`src/hw/rtl/tdc_pkg.sv`:
```
// shared types and constants of the tile duplicate counter
package tdc_pkg;

	// field widths of the request and result items
	localparam int unsigned CFG_W      = 4;
	localparam int unsigned COORD_W    = 7;
	localparam int unsigned TILE_IDX_W = 3;
	localparam int unsigned PIX_W      = 24;
	localparam int unsigned COUNT_W    = 7;

	// match count saturates here
	localparam logic [COUNT_W-1:0] COUNT_MAX = '1;

	// configuration port
	localparam int unsigned APB_AW      = 3;
	localparam int unsigned APB_DW      = 32;
	localparam int unsigned REG_SEL_BIT = 2;
	localparam logic        REG_TILES_ACROSS = 1'b0;
	localparam logic        REG_TILES_DOWN   = 1'b1;
	localparam logic [CFG_W-1:0] CFG_RESET   = 4'd8;

	typedef enum logic {
		OP_LOAD  = 1'b0,
		OP_QUERY = 1'b1
	} tdc_op_t;

	typedef struct packed {
		tdc_op_t                 operation;
		logic [COORD_W-1:0]      pixel_column;
		logic [COORD_W-1:0]      pixel_row;
		logic [PIX_W-1:0]        pixel_value;
		logic [TILE_IDX_W-1:0]   tile_column;
		logic [TILE_IDX_W-1:0]   tile_row;
	} tdc_item_t;

	typedef struct packed {
		logic [COORD_W-1:0]      origin_x;
		logic [COORD_W-1:0]      origin_y;
		logic [COUNT_W-1:0]      match_count;
		logic                    unique_res;
	} tdc_result_t;

	typedef struct packed {
		logic [CFG_W-1:0]        tiles_across;
		logic [CFG_W-1:0]        tiles_down;
	} tdc_cfg_t;

endpackage

```
`src/hw/rtl/tdc_apb_regs.sv`:
```
// apb configuration registers: tile counts across and down
module tdc_apb_regs import tdc_pkg::*; (
	input  logic              clk,
	input  logic              arst_n,
	input  logic              psel,
	input  logic              penable,
	input  logic              pwrite,
	input  logic [APB_AW-1:0] paddr,
	input  logic [APB_DW-1:0] pwdata,
	output logic [APB_DW-1:0] prdata,
	output logic              pready,
	output tdc_cfg_t          cfg
);

	logic     wr_en;
	logic     reg_sel;
	tdc_cfg_t cfg_q;

	assign pready  = 1'b1;
	assign reg_sel = paddr[REG_SEL_BIT];
	assign wr_en   = psel && penable && pwrite && pready;

	// register writes in the access cycle
	always_ff @(posedge clk or negedge arst_n) begin
		if (!arst_n) begin
			cfg_q.tiles_across <= CFG_RESET;
			cfg_q.tiles_down   <= CFG_RESET;
		end else if (wr_en) begin
			case (reg_sel)
				REG_TILES_ACROSS: cfg_q.tiles_across <= pwdata[CFG_W-1:0];
				REG_TILES_DOWN:   cfg_q.tiles_down   <= pwdata[CFG_W-1:0];
				default:          cfg_q <= cfg_q;
			endcase
		end
	end

	// read back
	always_comb begin
		case (reg_sel)
			REG_TILES_ACROSS: prdata = {{(APB_DW-CFG_W){1'b0}}, cfg_q.tiles_across};
			REG_TILES_DOWN:   prdata = {{(APB_DW-CFG_W){1'b0}}, cfg_q.tiles_down};
			default:          prdata = '0;
		endcase
	end

	assign cfg = cfg_q;

endmodule

```
`config.mk`:
```
export PLATFORM = sky130hd
export DESIGN_NAME = tdc_apb_regs
export DESIGN_NICKNAME = d
export VERILOG_FILES = /design/src/hw/rtl/tdc_pkg.sv /design/src/hw/rtl/tdc_apb_regs.sv
export SDC_FILE = /design/constraint.sdc
export NUM_CORES = 1
export LEC_CHECK = 0
export ABC_AREA = 1
export BUFFER_PORTS_ARGS = -buffer_cell sky130_fd_sc_hd__buf_2
export CAP_MARGIN = 30
export CORE_MARGIN = 2
export CORE_UTILIZATION = 25
export DETAILED_ROUTE_END_ITERATION = 16
export MAX_ROUTING_LAYER = met4
export PLACE_DENSITY = 0.67
export SYNTH_ARGS = -nofsm -noshare
export SYNTH_HDL_FRONTEND = slang
export SYNTH_SLANG_ARGS = --single-unit
```
`constraint.sdc`:
```
create_clock -name clk -period 0.9 [get_ports clk]
set_input_delay 0.18 -clock clk [delete_from_list [all_inputs] [get_ports clk]]
set_output_delay 0.18 -clock clk [all_outputs]
set_load 0.1 [all_outputs]
```
==> reports/metrics.cfg <==
[synth]
synth_cell_types = 12
ys_ff_latch = 8
synth_area_leader_cell = buf_4
synthesis.area_sq_um = 628.1
synth_area_per_cell_sq_um = 7.660
synthTopCellsByArea = buf_4 35%, dfrtp_1 24%, nand2_1 17%, dfstp_2 8.4%, nand3_1 6.4%
yosysSeqAreaShare_pct = 32.27
synth_cells = 82
synth.yosys.warnings = 0
synth_top_area_share_pct = 34.66

[sta]
max_freq_ghz = 0.7261
finalSetupViolations = 14
final_max_slew_viol_count = 0
finalSetupTns_ns = -4.251
hold_violations = 0
grt_setup_unrepaired = yes
period_needed_ns = 1.377
post-route-period-util_pct = 153.0
setup_slack_ns = -0.4772
skew_ns = 0

[clock_tree]
path_clk_slew_ns = 0.06
cts_tree = built
clock-sinks = 8
htreeDepth = 1
clkLatencyLatePin_ns = 0.26
cts_buffers = 3
cts_root_buf = clkbuf_4
clock_path_buffers = 2

[finish]
largest_reg_flops = 8
diodes = 0
area_growth_pct = 81.08
nets = 158
fin_util_pct = 46.76
final_cell_mix = 29 x conb_1, 14 x nand2_1, 13 x buf_12
final_cells = 147
seq_area_sq_um = 232.7
layout_commonest_cell = conb_1
drive_gt1_share_pct = 53.85
multiInputGateArea_sq_um = 406.6
num-fill-cells = 221

[placed_design]
io_buffers = 21
place_congestion = 0.7231
hpwl_microns = 1105
place_inst = 140

[pwr]
vdd_ir_drop_max_mv = 1.220
fin_total_pwr_w = 0.003097
p_leak_nw = 0.5902
power_density_nw_per_um2 = 2723

[worst_hold_path]
hold_class = in2reg
whs_endpoint = cfg[7]
min_path_cells = 3
worstHoldStart = pwdata[3]

[drt]
drt-initial-drc-count = 2
drc = 0
wirelength_microns = 1360
route.vias.total = 547
post_drt_wl_per_cell_microns = 9.252
ant_nets = 0
vias_per_cell = 3.721
dr.pass1.iters = 4

[floorplanning]
coreArea_sq_um = 2432
ios = 81
dieArea_sq_um = 2930
dieWidth_microns = 54.13
initial_utilization_pct = 25.82
die_h_microns = 54.13
rows = 18

[critical_path]
reg2reg_to = cfg[7]
ff2ff_path_depth = 4
r2r_slack_ns = -0.05
reg2reg_from = cfg[7]
path_max_fanout = 2
end_kind = output port
cp-start-kind = flop
criticalPathCategory = reg2out
cp.arrival_ns = 1.20
worst_ep_required_time_ns = 0.72

[grt]
antenna_found_initial = 0
grt_pass1_vias = 495
grt_start_max_net_pins = 9
overflow = 0
grt_pass1_wl_microns = 2159
gr-usage-all-layers_pct = 10.76

[run_status]
outcome = complete, but fails checks
violations = negative setup slack

[flow_run]
drv_cap = 0

worst max-delay path by stage:
| stage | start | endpoint | depth (start not counted) |
|---|---|---|---|
| 2_1_floorplan | cfg[7] | prdata[3] | 2 |
| 3_5_place_dp | cfg[3] | prdata[3] | 3 |
| 5_1_grt | cfg[3] | prdata[3] | 3 |
| 3_3_place_gp | cfg[3] | prdata[3] | 3 |
| 4_1_cts | cfg[3] | prdata[3] | 3 |
| 6_report | cfg[3] | prdata[3] | 3 |
cell families (layout without fill, tap and decap cells):
| family | count (synthesis) | count (layout) | synth area share [%] |
|---|---|---|---|
| buf+inv | 32 | 40 | 38.05 |
| flops | 8 | 8 | 32.27 |
| other cells | 2 | 29 | 1.196 |
| simple gates | 40 | 40 | 28.49 |
Yosys cell counts:
library cell	n
buf_6	1
dfstp_2	2
conb_1	2
dfrtp_1	6
nor2_4	1
nand2_1	29
nand3_1	8
buf_4	29
inv_2	1
nand4_1	1
nand4_2	1
inv_4	1
what timing repair did:
item / in CTS / in global routing
hold buffers: 1 / 0
pin swaps: 7 / 4
hold endpoints to repair: 8 / 0
setup endpoints to repair: 13 / 14
gates cloned: 0 / 0
gates resized for setup: 10 / 3
setup buffers: 2 / 0
power by group:
group | switching, W | internal [W]
Clock | 0.000142 | 0.000171
Sequential | 0.0000920 | 0.000485
Combinational | 0.00155 | 0.000656
Total | 0.00178 | 0.00131
through the flow:
| step | setup WS (ns) | area [sq um] | hold WS (ns) |
|---|---|---|---|
| floorplan | -0.3419 | 860.8 | -0.1156 |
| global placement | -0.1908 | 1030 | 0.03199 |
| detailed placement | -0.2051 | 1030 | 0.03483 |
| CTS | -0.4859 | 1130 | 0.1491 |
| global route | -0.5062 | 1137 | 0.1537 |
| finish | -0.4772 | 1137 | 0.1485 |
critical path: stages (launching register included):
cell and delay [ns]:
dfstp_4 0.65, nand2_4 0.07, nand2_8 0.06, buf_12 0.16
layout make-up:
cell class / instances / area share, %
flip-flops and latches: 8 / 20.46
well taps: 30 / 3.300
repair buffers: 34 / 37.29
multi-input cells: 69 / 35.75
clock buffers: 4 / 2.310
inverters: 2 / 0.8801
layer usage:
layer  GRT usage (%)  routed length (microns)  vias to the layer above
met5               -                        0                        -
met4           5.000                       12                        0
met3           2.500                      127                        2
met2           19.28                      728                       29
met1           10.94                      491                      249
li1                -                        -                      267
Note: power is estimated with default switching activity, not from simulation.
